--- src/sv/mid_pkg.sv ---
`timescale 1ns / 1ps
// Shared types and constants of the message-ID deduplication ring.
package mid_pkg;

  localparam int unsigned CAPACITY  = 256;
  localparam int unsigned IDX_W     = $clog2(CAPACITY);
  localparam int unsigned CNT_W     = $clog2(CAPACITY + 1);
  localparam int unsigned KEY_BYTES = 39;
  localparam int unsigned KEY_W     = KEY_BYTES * 8;
  localparam int unsigned LEN_W     = 6;
  localparam logic [31:0] TTL_RESET = 32'd86400000;

  typedef enum logic [1:0] {
    OP_QUERY  = 2'd0,
    OP_COMMIT = 2'd1,
    OP_CLEAR  = 2'd2,
    OP_IGNORE = 2'd3
  } op_t;

  typedef struct packed {
    op_t              op;
    logic             empty;
    logic             overlong;
    logic [31:0]      now;
    logic [KEY_W-1:0] key;
  } job_t;

  typedef enum logic [1:0] {
    ST_IDLE,
    ST_READ,
    ST_CMP,
    ST_FINISH
  } back_state_t;

endpackage

--- src/sv/mid_in_if.sv ---
`timescale 1ns / 1ps
// Input channel carrying one ID byte per beat.
interface mid_in_if;
  logic        valid;
  logic        ready;
  logic [1:0]  cmd;
  logic [7:0]  id_byte;
  logic        id_last;
  logic [31:0] time_ms;
  modport source (output valid, cmd, id_byte, id_last, time_ms, input ready);
  modport sink (input valid, cmd, id_byte, id_last, time_ms, output ready);
endinterface

--- src/sv/mid_front.sv ---
`timescale 1ns / 1ps
// Front end: assembles the ID bytes and issues one job per completed ID or clear.
module mid_front (
  input  logic          clk,
  input  logic          rst_n,
  mid_in_if.sink        in_ch,
  input  logic          q_full,
  output logic          q_push,
  output mid_pkg::job_t q_job
);

  logic [mid_pkg::KEY_W-1:0] key_r, key_nxt;
  logic [mid_pkg::LEN_W-1:0] len_r, len_nxt;
  logic                      over_r, over_nxt;
  logic                      ended_r, ended_nxt;
  logic                      accept;
  mid_pkg::op_t              op;

  assign in_ch.ready = !q_full;
  assign accept      = in_ch.valid && !q_full;
  assign op          = mid_pkg::op_t'(in_ch.cmd);

  always_comb begin
    key_nxt   = key_r;
    len_nxt   = len_r;
    over_nxt  = over_r;
    ended_nxt = ended_r;
    q_push    = 1'b0;
    if (accept && op != mid_pkg::OP_IGNORE && op != mid_pkg::OP_CLEAR) begin
      if (!ended_r) begin
        if (in_ch.id_byte == 8'd0) begin
          ended_nxt = 1'b1;
        end else if (len_r < mid_pkg::LEN_W'(mid_pkg::KEY_BYTES)) begin
          key_nxt[8*len_r +: 8] = in_ch.id_byte;
          len_nxt               = len_r + 1'b1;
        end else begin
          over_nxt = 1'b1;
        end
      end
    end
    q_job.op       = op;
    q_job.empty    = (len_nxt == '0);
    q_job.overlong = over_nxt;
    q_job.now      = in_ch.time_ms;
    q_job.key      = key_nxt;
    if (accept && (op == mid_pkg::OP_CLEAR ||
                   (op != mid_pkg::OP_IGNORE && in_ch.id_last))) begin
      q_push    = 1'b1;
      key_nxt   = '0;
      len_nxt   = '0;
      over_nxt  = 1'b0;
      ended_nxt = 1'b0;
    end
  end

  always_ff @(posedge clk) begin
    if (!rst_n) begin
      key_r   <= '0;
      len_r   <= '0;
      over_r  <= 1'b0;
      ended_r <= 1'b0;
    end else begin
      key_r   <= key_nxt;
      len_r   <= len_nxt;
      over_r  <= over_nxt;
      ended_r <= ended_nxt;
    end
  end

endmodule

--- src/flat_wrapper.sv ---
// flat-port wrapper written by rule: the top's interface ports become plain ports
module mid_front_flat 
  (clk, rst_n, q_full, q_push, q_job, in_ch_valid, in_ch_cmd, in_ch_id_byte, in_ch_id_last, in_ch_time_ms, in_ch_ready);
  mid_in_if in_ch_i ();
  input  logic clk;
  input  logic rst_n;
  input  logic q_full;
  output logic q_push;
  output mid_pkg::job_t q_job;
  input wire logic [$bits(in_ch_i.valid)-1:0] in_ch_valid;
  input wire logic [$bits(in_ch_i.cmd)-1:0] in_ch_cmd;
  input wire logic [$bits(in_ch_i.id_byte)-1:0] in_ch_id_byte;
  input wire logic [$bits(in_ch_i.id_last)-1:0] in_ch_id_last;
  input wire logic [$bits(in_ch_i.time_ms)-1:0] in_ch_time_ms;
  output wire logic [$bits(in_ch_i.ready)-1:0] in_ch_ready;
  assign in_ch_i.valid = in_ch_valid;
  assign in_ch_i.cmd = in_ch_cmd;
  assign in_ch_i.id_byte = in_ch_id_byte;
  assign in_ch_i.id_last = in_ch_id_last;
  assign in_ch_i.time_ms = in_ch_time_ms;
  assign in_ch_ready = in_ch_i.ready;
  mid_front u_core (.clk(clk), .rst_n(rst_n), .in_ch(in_ch_i), .q_full(q_full), .q_push(q_push), .q_job(q_job));
endmodule
--- config.mk ---
export PLATFORM = sky130hd
export DESIGN_NAME = mid_front_flat
export DESIGN_NICKNAME = d
export VERILOG_FILES = /design/src/sv/mid_pkg.sv /design/src/sv/mid_in_if.sv /design/src/sv/mid_front.sv /design/src/flat_wrapper.sv
export SDC_FILE = /design/constraint.sdc
export NUM_CORES = 1
export LEC_CHECK = 0
export ABC_AREA = 1
export BUFFER_PORTS_ARGS = -buffer_cell sky130_fd_sc_hd__buf_4
export CAP_MARGIN = 20
export CORE_ASPECT_RATIO = 0.7
export CORE_MARGIN = 2
export CORE_UTILIZATION = 55
export CTS_BUF_LIST = sky130_fd_sc_hd__clkbuf_2
export DETAILED_ROUTE_END_ITERATION = 10
export GPL_TIMING_DRIVEN = 0
export PLACE_DENSITY = 0.86
export SYNTH_ARGS = -nofsm -noshare
export SYNTH_HDL_FRONTEND = slang
export SYNTH_SLANG_ARGS = --single-unit
--- constraint.sdc ---
create_clock -name clk -period 2.9 [get_ports clk]
set_input_delay 0.29 -clock clk [delete_from_list [all_inputs] [get_ports clk]]
set_output_delay 0.29 -clock clk [all_outputs]
set_load 0.1 [all_outputs]
==> impl_metrics.csv, run 1 <==
group,metric,value,unit
synthesis,netlist_area,15300,um^2
synthesis,yosysSeqAreaShare,0.419,
synthesis,syn_inst,2421,
grt,grt_max_degree,11,
run_status,status,"did not finish",
cts,cts_buffers,78,
synthesis,synth_nets,2471,
cts,clock_path_buffers,3,
sta,postGrtWorstEndpoint,"q_job[146]",
synthesis,synth_cell_types,26,
cts,cts.sinks,320,
synthesis,synthTopCellsByArea,"dfxtp_1 42%, nand2_1 19%, nor2_1 8.6%, nand3_1 7.3%, inv_1 6.7%",
placed_design,io_buffers,364,
floorplanning,die_h,143,um
placed_design,dp_hpwl,48500,um
floorplanning,ios,397,
synthesis,netlist.area_leader.share,0.419,
cts,htreeDepth,3,
floorplanning,start_util,0.554,
synthesis,avgSynthCellArea,6.31,um^2
cts,cts_root_buf,"clkbuf_2",
synthesis,synth_warnings,0,
synthesis,ys_ff_latch,320,
floorplanning,die_w,203,um
run_status,lastStage,"global routing",
run_status,stop_error,"[ERROR DPL-0038] Utilization greater than 100%, impossible to legalize",
sta,worst-ep-kind,"primary output",
floorplanning,num_rows,51,
synthesis,yosysTopAreaCell,"dfxtp_1",
placed_design,globalplace.congestion,0.982,
cells in the mapped netlist:
cell      instances
nand4_1          14
clkinv_1          1
nor2_2           22
nor2_4            1
o21ai_1          23
buf_1             7
nor2_1          351
clkbuf_1         63
nand2_2           2
inv_2             9
o21ai_0          42
inv_1           273
dfxtp_1         320
nand3_1         224
nand3_2           1
a21oi_1         179
nand3b_1          3
nand3_4           1
ha_1              3
nand2_1         779
nor3_1           20
buf_4            38
buf_2            39
a211oi_1          1
xor2_1            4
and3_1            1
repair_timing:
item | CTS
pin swaps | 99
setup buffers | 117
endpoints found under the setup margin | 617
hold endpoints to repair | 13
resized for setup | 953
gates cloned | 16
hold buffers | 12
logic make-up after synthesis:
| family | share of synthesized area |
|---|---|
| AOI/OAI and AO/OA | 0.0804 |
| buffers and inverters | 0.118 |
| xor gates and xnor gates | 0.00229 |
| adders and majority gates | 0.00246 |
| DFF | 0.419 |
| and+or+nand+nor | 0.377 |
metrics by stage:
stage	area, um^2	std cells	setup slack (ns)
floorplan	16000	2421	-0.0737
CTS	24900	3416	-0.838
global placement	19200	3156	-1.06
detailed placement	19200	3156	-1.07
==> run 2: changes to the inputs <==
CORE_ASPECT_RATIO = not set   (was 0.7)
CORE_UTILIZATION = 40   (was 55)
CTS_BUF_LIST = not set   (was sky130_fd_sc_hd__clkbuf_2)
PLACE_DENSITY = not set   (was 0.86)
PLACE_DENSITY_LB_ADDON = 0.15   (was not set)
==> run 2 against run 1 <==
The flow now finishes, with violations (negative hold slack, negative setup slack); synthesized cell count is the same; synthesized area is the same.
==> impl_metrics.csv, run 2 <==
group,metric,value,unit
synthesis,netlist_area,15300,um^2
floorplanning,start_util,0.406,
finish,design_area,33200,um^2
cts,cts.sinks,320,
placed_design,dp_hpwl,49800,um
power,p_sw,2.92,mW
worst_setup_path,cp-end-kind,"primary output",
synthesis,synth_edf_count,0,
routing,drt_iter0_drc,2109,
grt,grt_max_degree,14,
worst_setup_path,crit_arrival,3.18,ns
floorplanning,num_rows,71,
finish,top_register,"u_core.key_r",
worst_setup_path,worstSetupPathType,"reg2out",
sta,worst_pin_slew,1.25,ns
grt,grt-ovfl-total,0,
finish,synthToLayoutAreaGrowth,117,%
synthesis,synth-compound-area-share,0.0804,
worst_setup_path,crit_buf_inv,8,
worst_setup_path,r2r_end,"u_core.key_r[239]",
finish,top_regs,"u_core.key_r (312), u_core.len_r (6)",
synthesis,ys_ff_latch,320,
power,ir_drop,360,uV
worst_hold_path,worstHoldStart,"rst_n",
sta,max-slew-margin-rel,0.164,
synthesis,synth_nets,2471,
sta,setup_violations,312,
finish,largest_register_ffs,312,
worst_setup_path,critPathMaxStageDelay,0.50,ns
synthesis,synth_cell_types,26,
power,p_sw_frac,0.281,
synthesis,netlist_top_cells_count,"779 x nand2_1, 351 x nor2_1, 320 x dfxtp_1, 273 x inv_1, 224 x nand3_1",
worst_setup_path,timing.rr.start,"u_core.len_r[0]",
routing,avgViaCountPerCell,5.87,
floorplanning,die_h,199,um
routing,ant_nets,0,
cts,clock_path_buffers,3,
synthesis,synth_simple_gate_area_frac,0.377,
synthesis,synth_mux_area_frac,0,
synthesis,yosysTopAreaCell,"dfxtp_1",
power,p_comb_frac,0.117,
synthesis,avgSynthCellArea,6.31,um^2
floorplanning,ios,397,
power,p_leak,13.2,nW
cts,clock_latency,0.56,ns
worst_setup_path,cp_cell_sequence,"inv_8, buf_8, ha_4, inv_4, nor2_4, nor2_4, buf_12, buf_4, nor2_2, inv_1, nand3_1, nand2_2, clkinvlp_4, buf_12",
routing,avgRoutedWirePerCell,26.0,um
cts,clk_pin_slew_worst_paths,0.06,ns
run_status,violations,"negative hold slack, negative setup slack",
worst_hold_path,worstHoldEndpoint,"u_core.len_r[1]",
synthesis,syn_inst,2421,
sta,final.setup.worst_slack,-0.570,ns
synthesis,netlist.area_leader.share,0.419,
worst_setup_path,reg2reg_depth,18,
floorplanning,core_area,37700,um^2
placed_design,place_area,19400,um^2
worst_hold_path,hold_path_class,"in2reg",
grt,antenna_found_initial,0,
sta,setup_tns,-98.62,ns
power,p_int,7.46,mW
worst_setup_path,r2r_setup_slack,0.22,ns
worst_setup_path,cpLargestDelayFamily,"buffers and inverters",
cts,cts_buffers,36,
power,seqPwrFrac,0.423,
flow_run,drv_cap,0,
worst_setup_path,cp_slowest_cell,"inv_1",
power,clockPowerShare,0.460,
finish,drive_gt1_frac,0.599,
synthesis,synth_top_family_by_area,"simple AND/OR/NAND/NOR gates",
synthesis,async_flop_share,0,
power,power.density,313,nW/um^2
worst_setup_path,worst-path-max-fanout,10,
routing,num_vias,21300,
finish,nets,3152,
synthesis,synth_most_common_cell,"nand2_1",
grt,grt_pass1_wl,104000,um
sta,hold_ws,-0.0163,ns
worst_hold_path,hold_depth,2,
synthesis,synth_xor_xnor_area_share,0.00229,
synthesis,synth_warnings,0,
floorplanning,dieArea,39800,um^2
routing,drc,0,
grt,grt_usage,0.348,
synthesis,synthTopCellsByArea,"dfxtp_1 42%, nand2_1 19%, nor2_1 8.6%, nand3_1 7.3%, inv_1 6.7%",
placed_design,globalplace.congestion,1.00,
cts,cts_root_buf,"clkbuf_16",
sta,period_share,1.20,
grt,grt_pass1_vias,17700,
cts,cts_tree,"yes",
floorplanning,die_w,199,um
sta,fin_crit,3.47,ns
sta,finClkSkew,0.0233,ns
placed_design,io_buffers,364,
synthesis,yosysSeqAreaShare,0.419,
cts,postCtsHoldBufs,0,
synthesis,synth_ff_type,"dfxtp_1",
synthesis,synth_fa_ha_area_frac,0.00246,
power,power,10.4,mW
cts,htreeDepth,2,
finish,fill_cells,1646,
routing,firstDrtPassIters,5,
worst_setup_path,required,2.61,ns
run_status,status,"finished, violations left",
sta,fmax,0.288,GHz
finish,final_common_cell,"buf_12",
sta,finalHoldViolCount,1,
finish,diodes,0,
sta,timing_max_transition_violations_final,0,
worst_setup_path,start_kind,"flip-flop",
sta,rsz0062_at_grt,"true",
routing,routed_wl,94600,um
finish,final_cell_mix,"336 x buf_12, 315 x dfxtp_1, 309 x nand2_2",
run 2: cell counts after synthesis:
Identical to the previous run, type by type.
run 2: kinds of logic after synthesis:
logic type,count (synthesis)
flops,320
fa+ha+maj,3
xor+xnor,4
simple gates,1419
buf+inv,430
compound gates,245
run 2: final cells by class:
class                           count  area (um^2)  area share
Multi-Input combinational cell   1677        12500       0.376
Clock inverter                     14          161     0.00486
Clock buffer                       47         1010      0.0305
Buffer                            143         1440      0.0432
Timing Repair inverter              1         16.3    0.000490
Inverter                          283         1410      0.0425
Tap cell                          511          639      0.0192
Timing Repair Buffer              640         9640       0.290
Sequential cell                   320         6420       0.193
run 2: worst max-delay path by stage:
stage                               start          to  cells after the start
final                     u_core.len_r[0]  q_job[110]                     14
after floorplan           u_core.len_r[0]   q_job[38]                     13
after global placement    u_core.len_r[0]  q_job[182]                     15
after detailed placement  u_core.len_r[0]  q_job[182]                     15
after CTS                 u_core.len_r[0]  q_job[307]                     11
after global routing      u_core.len_r[0]  q_job[110]                     14
run 2: worst reg2reg max path, cell delays in order (launching register included):
cell and delay [ns]:
dfxtp_4 0.37, inv_8 0.07, buf_8 0.11, ha_4 0.18, inv_4 0.06, nor2_4 0.15
nand2_2 0.10, nand3_4 0.12, buf_6 0.12, nand3_4 0.13, inv_8 0.13, buf_12 0.13
buf_12 0.16, buf_8 0.15, buf_6 0.10, nand3_4 0.06, buf_4 0.14, buf_4 0.13
a21oi_1 0.17
run 2: metrics by stage:
stage,cells,setup WS [ns],util
after floorplan,2421,-0.0737,-
after global placement,3296,-1.13,0.515
after detailed placement,3296,-1.07,0.515
after CTS,3482,-0.388,0.690
after global routing,3636,-0.638,0.882
final,3636,-0.570,0.882
run 2: power by group through the flow:
stage               clock network (mW)  registers, mW  logic (mW)
global placement                     0           4.50       0.794
finish                            4.78           4.40        1.21
detailed placement                   0           4.50       0.799
global route                      4.91           4.40        1.22
CTS                               4.65           4.40       0.924
floorplan                            0           4.50       0.539
run 2: routing by layer:
metal | wire length (um) | GRT usage
met5 | 0 | 0
met4 | 9380 | 0.210
met3 | 10600 | 0.0503
met2 | 44400 | 0.573
met1 | 30300 | 0.431
run 2: what timing repair did:
| action | in CTS | in global routing |
|---|---|---|
| cloned | 15 | 23 |
| buffers inserted | 111 | 138 |
| resized for setup | 1044 | 1501 |
| endpoints found under the setup margin | 609 | 313 |
| pin swaps | 102 | 263 |
No activity file was read; power rests on OpenSTA's default activity.
