[src/sv/mid_pkg.sv]
`timescale 1ns / 1ps
// Shared types and constants of the message-ID deduplication ring.
package mid_pkg;

  localparam int unsigned CAPACITY  = 256;
  localparam int unsigned IDX_W     = $clog2(CAPACITY);
  localparam int unsigned CNT_W     = $clog2(CAPACITY + 1);
  localparam int unsigned KEY_BYTES = 39;
  localparam int unsigned KEY_W     = KEY_BYTES * 8;
  localparam int unsigned LEN_W     = 6;
  localparam logic [31:0] TTL_RESET = 32'd86400000;

  typedef enum logic [1:0] {
    OP_QUERY  = 2'd0,
    OP_COMMIT = 2'd1,
    OP_CLEAR  = 2'd2,
    OP_IGNORE = 2'd3
  } op_t;

  typedef struct packed {
    op_t              op;
    logic             empty;
    logic             overlong;
    logic [31:0]      now;
    logic [KEY_W-1:0] key;
  } job_t;

  typedef enum logic [1:0] {
    ST_IDLE,
    ST_READ,
    ST_CMP,
    ST_FINISH
  } back_state_t;

endpackage

[src/sv/mid_jobq.sv]
`timescale 1ns / 1ps
// Two-entry job queue between the front end and the scan engine.
module mid_jobq (
  input  logic          clk,
  input  logic          rst_n,
  input  logic          push,
  input  mid_pkg::job_t push_job,
  output logic          full,
  input  logic          pop,
  output logic          not_empty,
  output mid_pkg::job_t head_job
);

  mid_pkg::job_t slots_r [2];
  logic          wr_ptr_r, rd_ptr_r;
  logic [1:0]    fill_r;

  assign full      = (fill_r == 2'd2);
  assign not_empty = (fill_r != 2'd0);
  assign head_job  = slots_r[rd_ptr_r];

  always_ff @(posedge clk) begin
    if (push) begin
      slots_r[wr_ptr_r] <= push_job;
    end
  end

  always_ff @(posedge clk) begin
    if (!rst_n) begin
      wr_ptr_r <= 1'b0;
      rd_ptr_r <= 1'b0;
      fill_r   <= 2'd0;
    end else begin
      if (push) begin
        wr_ptr_r <= !wr_ptr_r;
      end
      if (pop) begin
        rd_ptr_r <= !rd_ptr_r;
      end
      fill_r <= fill_r + {1'b0, push} - {1'b0, pop};
    end
  end

endmodule

[config.mk]
export PLATFORM = sky130hd
export DESIGN_NAME = mid_jobq
export DESIGN_NICKNAME = d
export VERILOG_FILES = /design/src/sv/mid_pkg.sv /design/src/sv/mid_jobq.sv
export SDC_FILE = /design/constraint.sdc
export NUM_CORES = 1
export LEC_CHECK = 0
export BUFFER_PORTS_ARGS = -buffer_cell sky130_fd_sc_hd__buf_4
export CORE_AREA = 2 2 269 271
export DETAILED_ROUTE_END_ITERATION = 16
export DIE_AREA = 0 0 271 273
export PLACE_DENSITY = 0.67
export REMOVE_ABC_BUFFERS = 1
export SLEW_MARGIN = 0
export SYNTH_ARGS = -nofsm -noshare
export SYNTH_HDL_FRONTEND = slang
export SYNTH_SLANG_ARGS = --single-unit
[constraint.sdc]
create_clock -name clk -period 24 [get_ports clk]
set_input_delay 4.8 -clock clk [delete_from_list [all_inputs] [get_ports clk]]
set_output_delay 4.8 -clock clk [all_outputs]
set_load 0.005 [all_outputs]
==> results.yml, run 1 <==
status:
  status: "completed"
layout:
  area.growth.synth_to_final_pct: 32.1
  multi_input_area_um2: 5180
  regArea_um2: 21000
  n_fill_cell: 5763
  layout-drive-gt1-share: 0.612
  fin_nets: 2208
hold_path:
  hold_depth: 2
  hold-path-endpoint: "rd_ptr_r$_SDFFE_PN0P_"
  min_from: "rd_ptr_r$_SDFFE_PN0P_"
  min-delay-path-class: "reg -> reg"
setup_path:
  path_cells: "buf_4 > buf_12 > mux2_2 > buf_4"
  critPathCaptureType: "primary output"
  critical_path_class: "reg -> out"
  r2r_slack_ps: 19740
  max_stage_delay_ps: 900
  worst-endpoint-arrival_ps: 3850
  start_kind: "flop"
  crit_slowest_cell: "buf_4"
  required_ps: 19200
  rr_worst_depth: 4
  crit_top_cell: "buf_4"
  r2r-start: "wr_ptr_r$_SDFFE_PN0P_"
  r2r_end: "slots_r[0][284]$_DFFE_PP_"
  path_max_fanout: 124
logic_synthesis:
  synth_common_cells: "696 x edfxtp_1, 301 x mux2_4, 47 x mux2_2"
  netlist_area_um2: 26700
  async_reset_ff_frac: 0
  synth_compound_area_frac: 0.000282
  yosysTopAreaCell: "edfxtp_1"
  synth_simple_gate_area_frac: 0.00211
  post-synth-top-count-cell: "edfxtp_1"
  synth_xor_area_frac: 0.00117
  synth.avg_cell_area_um2: 24.2
  ys_top_cells_by_area: "edfxtp_1 78%, mux2_4 17%, mux2_2 2.0%"
  synth_edf_count: 696
  synth-seq-cells: 701
  yosys_most_used_dff: "edfxtp_1"
  syn_inst: 1104
  synth.area.mux_share: 0.189
  post-synth-top-area-fraction: 0.784
  synth_adder_area_share: 0.000939
  synth_top_family_by_area: "multiplexers"
  ys_seq_area_frac: 0.788
  ys_warn_count: 0
  synthDistinctLibCells: 16
drt:
  dr_total_vias: 13000
  dr.first_iter.drc_count: 774
  antenna_left: 0
  via_per_inst: 4.53
  wl_per_cell_um: 21.0
  dr.pass1.iters: 4
  drc: 0
  wirelength_um: 60300
timing:
  worst_slack_ps: 15350
  timing.fmax_mhz: 116
  worst_pin_slew_ps: 1080
  hold_violations: 0
  rsz0062_at_grt: "false"
  drv_slew: 0
  finalSetupTns_ps: 0
  relSlewSlack: 0.277
  fin_crit_ps: 8650
  fin_crit_sh: 0.360
  clock_skew_ps: 33.2
  setup_viol: 0
placement:
  io_buffers: 701
  place_congestion: 0.816
  dp_hpwl_um: 41200
  pre_cts_ws_ps: 15070
clocking:
  cts_tree: "yes"
  htree_levels: 3
  cts_resized: 0
  hold_buffers: 0
  clkSinkCount: 701
  root_buffer: "clkbuf_16"
  clk_pin_slew_ps: 50
  cts_setup_buffers: 0
  cts_buffer_depth: 3
  clk_latency_ps: 610
  cts_buffers: 75
power_and_ir_drop:
  vdd_drop_max_mv: 0.0683
  p_total_mw: 2.92
  powerDensity_nw_per_um2: 82.8
  p_leak_nw: 13.7
floorplan:
  core_um2: 71000
  ios: 702
  die_area_um2: 74000
  start_util: 0.376
  fp.dieW_um: 271
  die_h_um: 273
  rows: 98
global_routing:
  grt_pass1_wl_um: 85600
  grtUsageTotal: 0.155
  grt-ovfl-total: 0
  grt_max_degree: 153
  antenna_found_initial: 5
  grt_pass1_vias: 13700
run:
  cap_viol_max_count: 0
==> cell usage in the layout, fill, tap and decap left out, drive strengths merged <==
cell,count
edfxtp,696
mux2,348
bufinv,6
o21a,1
clkbuf,92
nor2b,4
ha,2
inv,7
clkinv,32
buf,712
or2,1
dfxtp,5
and2,4
diode,3
xnor3,1
xor2,1
clkinvlp,1
==> area by class of cell <==
cell class	count	share of cell area
tap	950	0.0338
clock inverter	44	0.0128
inverter	2	0.000213
antenna	3	0.000213
timing repair buffer	712	0.153
sequential	701	0.596
multi-input combinational	362	0.147
clock buffer	92	0.0566
==> sequential cells by signal, indices dropped and copies added (netlist names), named ones only <==
register,flops
rd_ptr_r,1
fill_r,2
slots_r,696
wr_ptr_r,1
==> logic make-up (layout without fill, tap and decap cells) <==
group / after synthesis / count (layout)
DFF: 701 / 701
adders and majority gates: 2 / 2
and+or+nand+nor: 9 / 9
buffers and inverters: 41 / 850
other: 0 / 3
AOI/OAI and AO/OA: 1 / 1
muxes: 348 / 348
xor gates and xnor gates: 2 / 2
==> critical path, delay by kind of cell, from the launching register on <==
kind	cells	cell delay, ps
flops	1	860
buf+inv	3	1680
mux	1	440
==> report_power, final <==
part           leakage (nW)  internal [mW]  total [mW]  switching [mW]
Combinational          5.94          0.206       0.346           0.140
Clock                  1.20          0.663        1.13           0.470
Sequential             6.57           1.42        1.44          0.0187
==> how the worst max path moves through the flow <==
stage,from,to,slack [ps],depth (start not counted)
3_3_place_gp,push,slots_r[0][51]$_DFFE_PP_,15170,5
2_1_floorplan,push,wr_ptr_r$_SDFFE_PN0P_,3010,2
4_1_cts,flop,head_job[20],15210,4
6_report,flop,head_job[20],15350,4
5_1_grt,flop,head_job[20],15110,4
3_5_place_dp,push,slots_r[0][57]$_DFFE_PP_,15070,5
==> layer usage <==
layer  up-vias  GRT usage  wire (um)
met4         2     0.0529       1530
li1       5922          -          -
met1      6501      0.165      21200
met5         -          0         16
met3        95     0.0650       5410
met2       476      0.276      32100
==> per-stage QoR <==
step           std cells   util  hold WS, ps  area (um^2)
2_1_floorplan       1065      -          555        26200
3_3_place_gp        2727  0.461          571        32800
3_5_place_dp        2727  0.461          571        32800
4_1_cts             2863  0.496          591        35200
5_1_grt             2866  0.496          617        35200
6_report            2866  0.496          586        35200
Note: power is estimated with default switching activity, not from simulation.
==> run 2: changes to the inputs <==
--- a/config.mk
+++ b/config.mk
@@ -9,7 +9,7 @@
 export CORE_AREA = 2 2 269 271
 export DETAILED_ROUTE_END_ITERATION = 16
 export DIE_AREA = 0 0 271 273
-export PLACE_DENSITY = 0.67
+export PLACE_DENSITY = 0.69
 export REMOVE_ABC_BUFFERS = 1
 export SLEW_MARGIN = 0
 export SYNTH_ARGS = -nofsm -noshare
==> constraint.sdc (replaced) <==
create_clock -name clk -period 7.65 [get_ports clk]
set_input_delay 1.53 -clock clk [delete_from_list [all_inputs] [get_ports clk]]
set_output_delay 1.53 -clock clk [all_outputs]
set_load 0.005 [all_outputs]
==> results.yml, run 2 (synthesis results as in run 1) <==
timing:
  relSlewSlack: 0.178
  fin_crit_ps: 4650
  drv_slew: 0
  timing.fmax_mhz: 215
  fin_crit_sh: 0.608
  worst_pin_slew_ps: 1230
  rsz0062_at_grt: "false"
  hold_violations: 0
  setup_viol: 0
  worst_slack_ps: 3000
  clock_skew_ps: 31.6
status:
  status: "completed"
layout:
  regArea_um2: 21000
  layout_commonest_cell: "buf_4"
  multi_input_area_um2: 5180
  area.growth.synth_to_final_pct: 32.8
  fin_util: 0.499
  fin_nets: 2208
  n_fill_cell: 5714
  largest_register: "slots_r"
  largest_reg_flops: 696
  top_regs: "slots_r: 696 flops, fill_r: 2 flops"
  final_cell_mix: "704 x buf_4, 696 x edfxtp_1, 301 x mux2_4"
  layout-drive-gt1-share: 0.616
  final_cells: 2867
global_routing:
  grtUsageTotal: 0.157
  grt_pass1_wl_um: 86700
  grt_pass1_vias: 13900
  grt-ovfl-total: 0
  antenna_found_initial: 6
  grt_max_degree: 161
floorplan:
  ios: 702
  rows: 98
  core_um2: 71000
  die_area_um2: 74000
  die_h_um: 273
  fp.dieW_um: 271
  start_util: 0.376
setup_path:
  r2r_slack_ps: 5350
  critPathTopFamily: "buffers and inverters"
  path_cells: "buf_12 > buf_4 > mux2_2 > buf_4"
  start_kind: "flop"
  worst-endpoint-arrival_ps: 3120
  crit_buf_inv: 3
  path_max_fanout: 86
  critPathCaptureType: "primary output"
  crit_top_cell: "buf_4"
  r2r_end: "slots_r[1][167]$_DFFE_PP_"
  rr_worst_depth: 2
  r2r-start: "wr_ptr_r$_SDFFE_PN0P_"
  critical_path_class: "reg -> out"
  required_ps: 6120
  max_stage_delay_ps: 670
  crit_slowest_cell: "buf_4"
power_and_ir_drop:
  p_total_mw: 9.31
  p_leak_nw: 13.8
  powerDensity_nw_per_um2: 263
  vdd_drop_max_mv: 0.215
placement:
  pre_cts_ws_ps: 3670
  io_buffers: 701
  place_congestion: 0.931
  dp.cells: 2726
  dp_hpwl_um: 42300
clocking:
  clk_pin_slew_ps: 60
  cts_resized: 0
  cts_tree: "yes"
  clkSinkCount: 701
  cts_buffer_depth: 3
  cts_setup_buffers: 0
  cts_buffers: 76
  htree_levels: 3
  hold_buffers: 0
  clk_latency_ps: 620
  root_buffer: "clkbuf_16"
hold_path:
  hold-path-endpoint: "rd_ptr_r$_SDFFE_PN0P_"
  hold_depth: 2
  min-delay-path-class: "reg -> reg"
  min_from: "rd_ptr_r$_SDFFE_PN0P_"
drt:
  antenna_left: 0
  dr.pass1.iters: 4
  dr_total_vias: 13100
  drc: 0
  dr.first_iter.drc_count: 701
  wl_per_cell_um: 21.4
  via_per_inst: 4.57
  wirelength_um: 61200
run:
  cap_viol_max_count: 0
-- run 2: cell count changes in the layout (fill, tap and decap cells not counted) --
cell / previous run / this run
diode_2: 3 / 2
clkbuf_1: 14 / 9
inv_6: 2 / 3
inv_16: 2 / 1
buf_12: 3 / 7
clkbuf_8: 1 / 0
clkbuf_16: 77 / 78
bufinv_16: 6 / 10
clkinv_1: 16 / 13
clkinv_8: 0 / 2
clkinv_2: 13 / 16
clkinvlp_4: 1 / 3
buf_4: 709 / 704
-- run 2: per-stage QoR --
step,hold slack [ps],setup TNS [ps],cell area (um^2)
2_1_floorplan,555,-6775510,26200
3_3_place_gp,561,0,32800
3_5_place_dp,589,0,32800
4_1_cts,600,0,35400
5_1_grt,610,0,35400
6_report,599,0,35400
-- run 2: routing by layer --
| metal | up-vias | global-route usage | part of all wire |
|---|---|---|---|
| li1 | 5923 | - | - |
| met1 | 6552 | 0.170 | 0.35 |
| met2 | 502 | 0.283 | 0.54 |
| met3 | 115 | 0.0557 | 0.079 |
| met4 | 8 | 0.0576 | 0.028 |
| met5 | - | 0 | 0.00078 |
-- run 2: report_power, final --
part	leakage (nW)	switching [mW]	internal, mW
combinational	5.95	0.441	0.646
sequential	6.57	0.0559	4.45
clock	1.27	1.49	2.23
total	13.8	1.99	7.33
-- run 2: how the worst max path moves through the flow --
stage | cells past startpoint | end | slack, ps
after floorplan | 2 | wr_ptr_r$_SDFFE_PN0P_ | -10070
after global placement | 4 | head_job[24] | 3700
after detailed placement | 4 | head_job[14] | 3670
after CTS | 4 | head_job[14] | 2960
after global routing | 4 | head_job[8] | 2830
final | 4 | head_job[14] | 3000
-- run 2: cell type report --
cell class | count | share of cell area
flip-flops and latches | 701 | 0.593
repair buffers | 711 | 0.153
multi-input cells | 362 | 0.146
clock buffers | 87 | 0.0561
well taps | 950 | 0.0336
clock inverters | 52 | 0.0172
inverters | 2 | 0.000212
diodes | 2 | 0.000141
-- run 2: worst register-to-register path, cell delays in order, from the launching register on --
cell	delay [ps]
dfxtp_1	380
and2_4	550
buf_12	510
==> run 3: changes to the inputs <==
==> constraint.sdc (replaced) <==
create_clock -name clk -period 3.8 [get_ports clk]
set_input_delay 0.76 -clock clk [delete_from_list [all_inputs] [get_ports clk]]
set_output_delay 0.76 -clock clk [all_outputs]
set_load 0.005 [all_outputs]
==> results.yml, run 3 (synthesis results as in run 1) <==
status:
  status: "completed"
setup_path:
  worst-endpoint-arrival_ps: 2360
  path_cells: "buf_12 > buf_4 > mux2_4 > buf_4"
  rr_worst_depth: 2
  critical_path_class: "reg -> out"
  required_ps: 3040
  max_stage_delay_ps: 640
  r2r_slack_ps: 1860
  r2r-start: "wr_ptr_r$_SDFFE_PN0P_"
  r2r_end: "slots_r[1][241]$_DFFE_PP_"
  critPathCaptureType: "primary output"
  path_max_fanout: 22
  start_kind: "flop"
  crit_slowest_cell: "dfxtp_4"
  crit_top_cell: "buf_4"
hold_path:
  min-delay-path-class: "in -> reg"
  min_from: "push_job[6]"
  hold-path-endpoint: "slots_r[1][6]$_DFFE_PP_"
  hold_depth: 1
timing:
  worst_pin_slew_ps: 818
  rsz0062_at_grt: "false"
  timing.fmax_mhz: 321
  finalSetupTns_ps: 0
  drv_slew: 0
  fin_crit_ps: 3120
  fin_crit_sh: 0.820
  relSlewSlack: 0.455
  hold_violations: 0
  holdWs_ps: 331
  setup_viol: 0
  clock_skew_ps: 19.2
drt:
  wl_per_cell_um: 21.3
  drc: 0
  dr.first_iter.drc_count: 839
  dr.pass1.iters: 4
  via_per_inst: 4.56
  dr_total_vias: 13200
  wirelength_um: 61700
  antenna_left: 0
global_routing:
  grt_use_met2: 0.283
  grt-ovfl-total: 0
  globalRouteMet3Util: 0.0563
  grt_pass1_vias: 14000
  grt_pass1_wl_um: 87000
  grt_use_met1: 0.170
  grtUsageTotal: 0.158
  antenna_found_initial: 7
  grt_max_degree: 126
  top_usage_layer: "met2"
clocking:
  cts_tree: "yes"
  root_buffer: "clkbuf_16"
  clk_pin_slew_ps: 60
  htree_levels: 3
  hold_buffers: 0
  cts_setup_buffers: 0
  cts_resized: 0
  clk_latency_ps: 610
  clkSinkCount: 701
  cts_buffer_depth: 3
  cts_buffers: 76
placement:
  io_buffers: 701
  placed_cell_area_um2: 33100
  place_congestion: 0.833
  dp_hpwl_um: 44200
floorplan:
  die_h_um: 273
  ios: 702
  fp.dieW_um: 271
  start_util: 0.376
  die_area_um2: 74000
  core_um2: 71000
  rows: 98
power_and_ir_drop:
  powerDensity_nw_per_um2: 514
  p_leak_nw: 13.9
  p_total_mw: 18.3
  vdd_drop_max_mv: 0.396
layout:
  top_regs: "slots_r: 696 flops, fill_r: 2 flops"
  fin_nets: 2233
  final_cell_mix: "720 x buf_4, 696 x edfxtp_1, 301 x mux2_4"
  area.growth.synth_to_final_pct: 33.2
  layout_commonest_cell: "buf_4"
  largest_reg_flops: 696
  largest_register: "slots_r"
  layout-drive-gt1-share: 0.617
  final_cell_area_um2: 35500
run:
  cap_viol_max_count: 0
[run 3: stage by stage]
step           cells   util  worst slack, ps
2_1_floorplan   1065      -           -13150
3_3_place_gp    2751  0.466             1280
3_5_place_dp    2751  0.466             1250
4_1_cts         2889  0.500              581
5_1_grt         2892  0.500              577
6_report        2894  0.500              685
[run 3: layout make-up]
type,count,area [um^2]
antenna,5,12.5
clock buffer,90,1980
clock inverter,48,422
fill,5721,35500
inverter,2,7.51
multi-input combinational,362,5180
sequential,701,21000
tap,950,1190
timing repair buffer,736,5730
[run 3: layer usage]
layer  part of all wire  wire length (um)
met1               0.36             22000
met2               0.53             32800
met3              0.084              5160
met4              0.029              1770
met5            0.00026                16
[run 3: critical path, delay by kind of cell, from the launching register on]
kind / cells / cell delay (ps)
buffers and inverters: 3 / 750
flip-flops: 1 / 640
multiplexers: 1 / 340
[run 3: where the power goes]
| group | internal, mW | switching, mW |
|---|---|---|
| Clock | 4.03 | 2.93 |
| Combinational | 1.33 | 0.913 |
| Sequential | 8.95 | 0.111 |
| Total | 14.3 | 3.95 |
[run 3: how the worst max path moves through the flow]
stage | from | to | slack (ps)
after floorplan | push | wr_ptr_r$_SDFFE_PN0P_ | -13150
after global placement | flop | head_job[249] | 1280
after detailed placement | flop | head_job[154] | 1250
after CTS | flop | head_job[223] | 580
after global routing | flop | head_job[223] | 580
final | flop | head_job[154] | 680
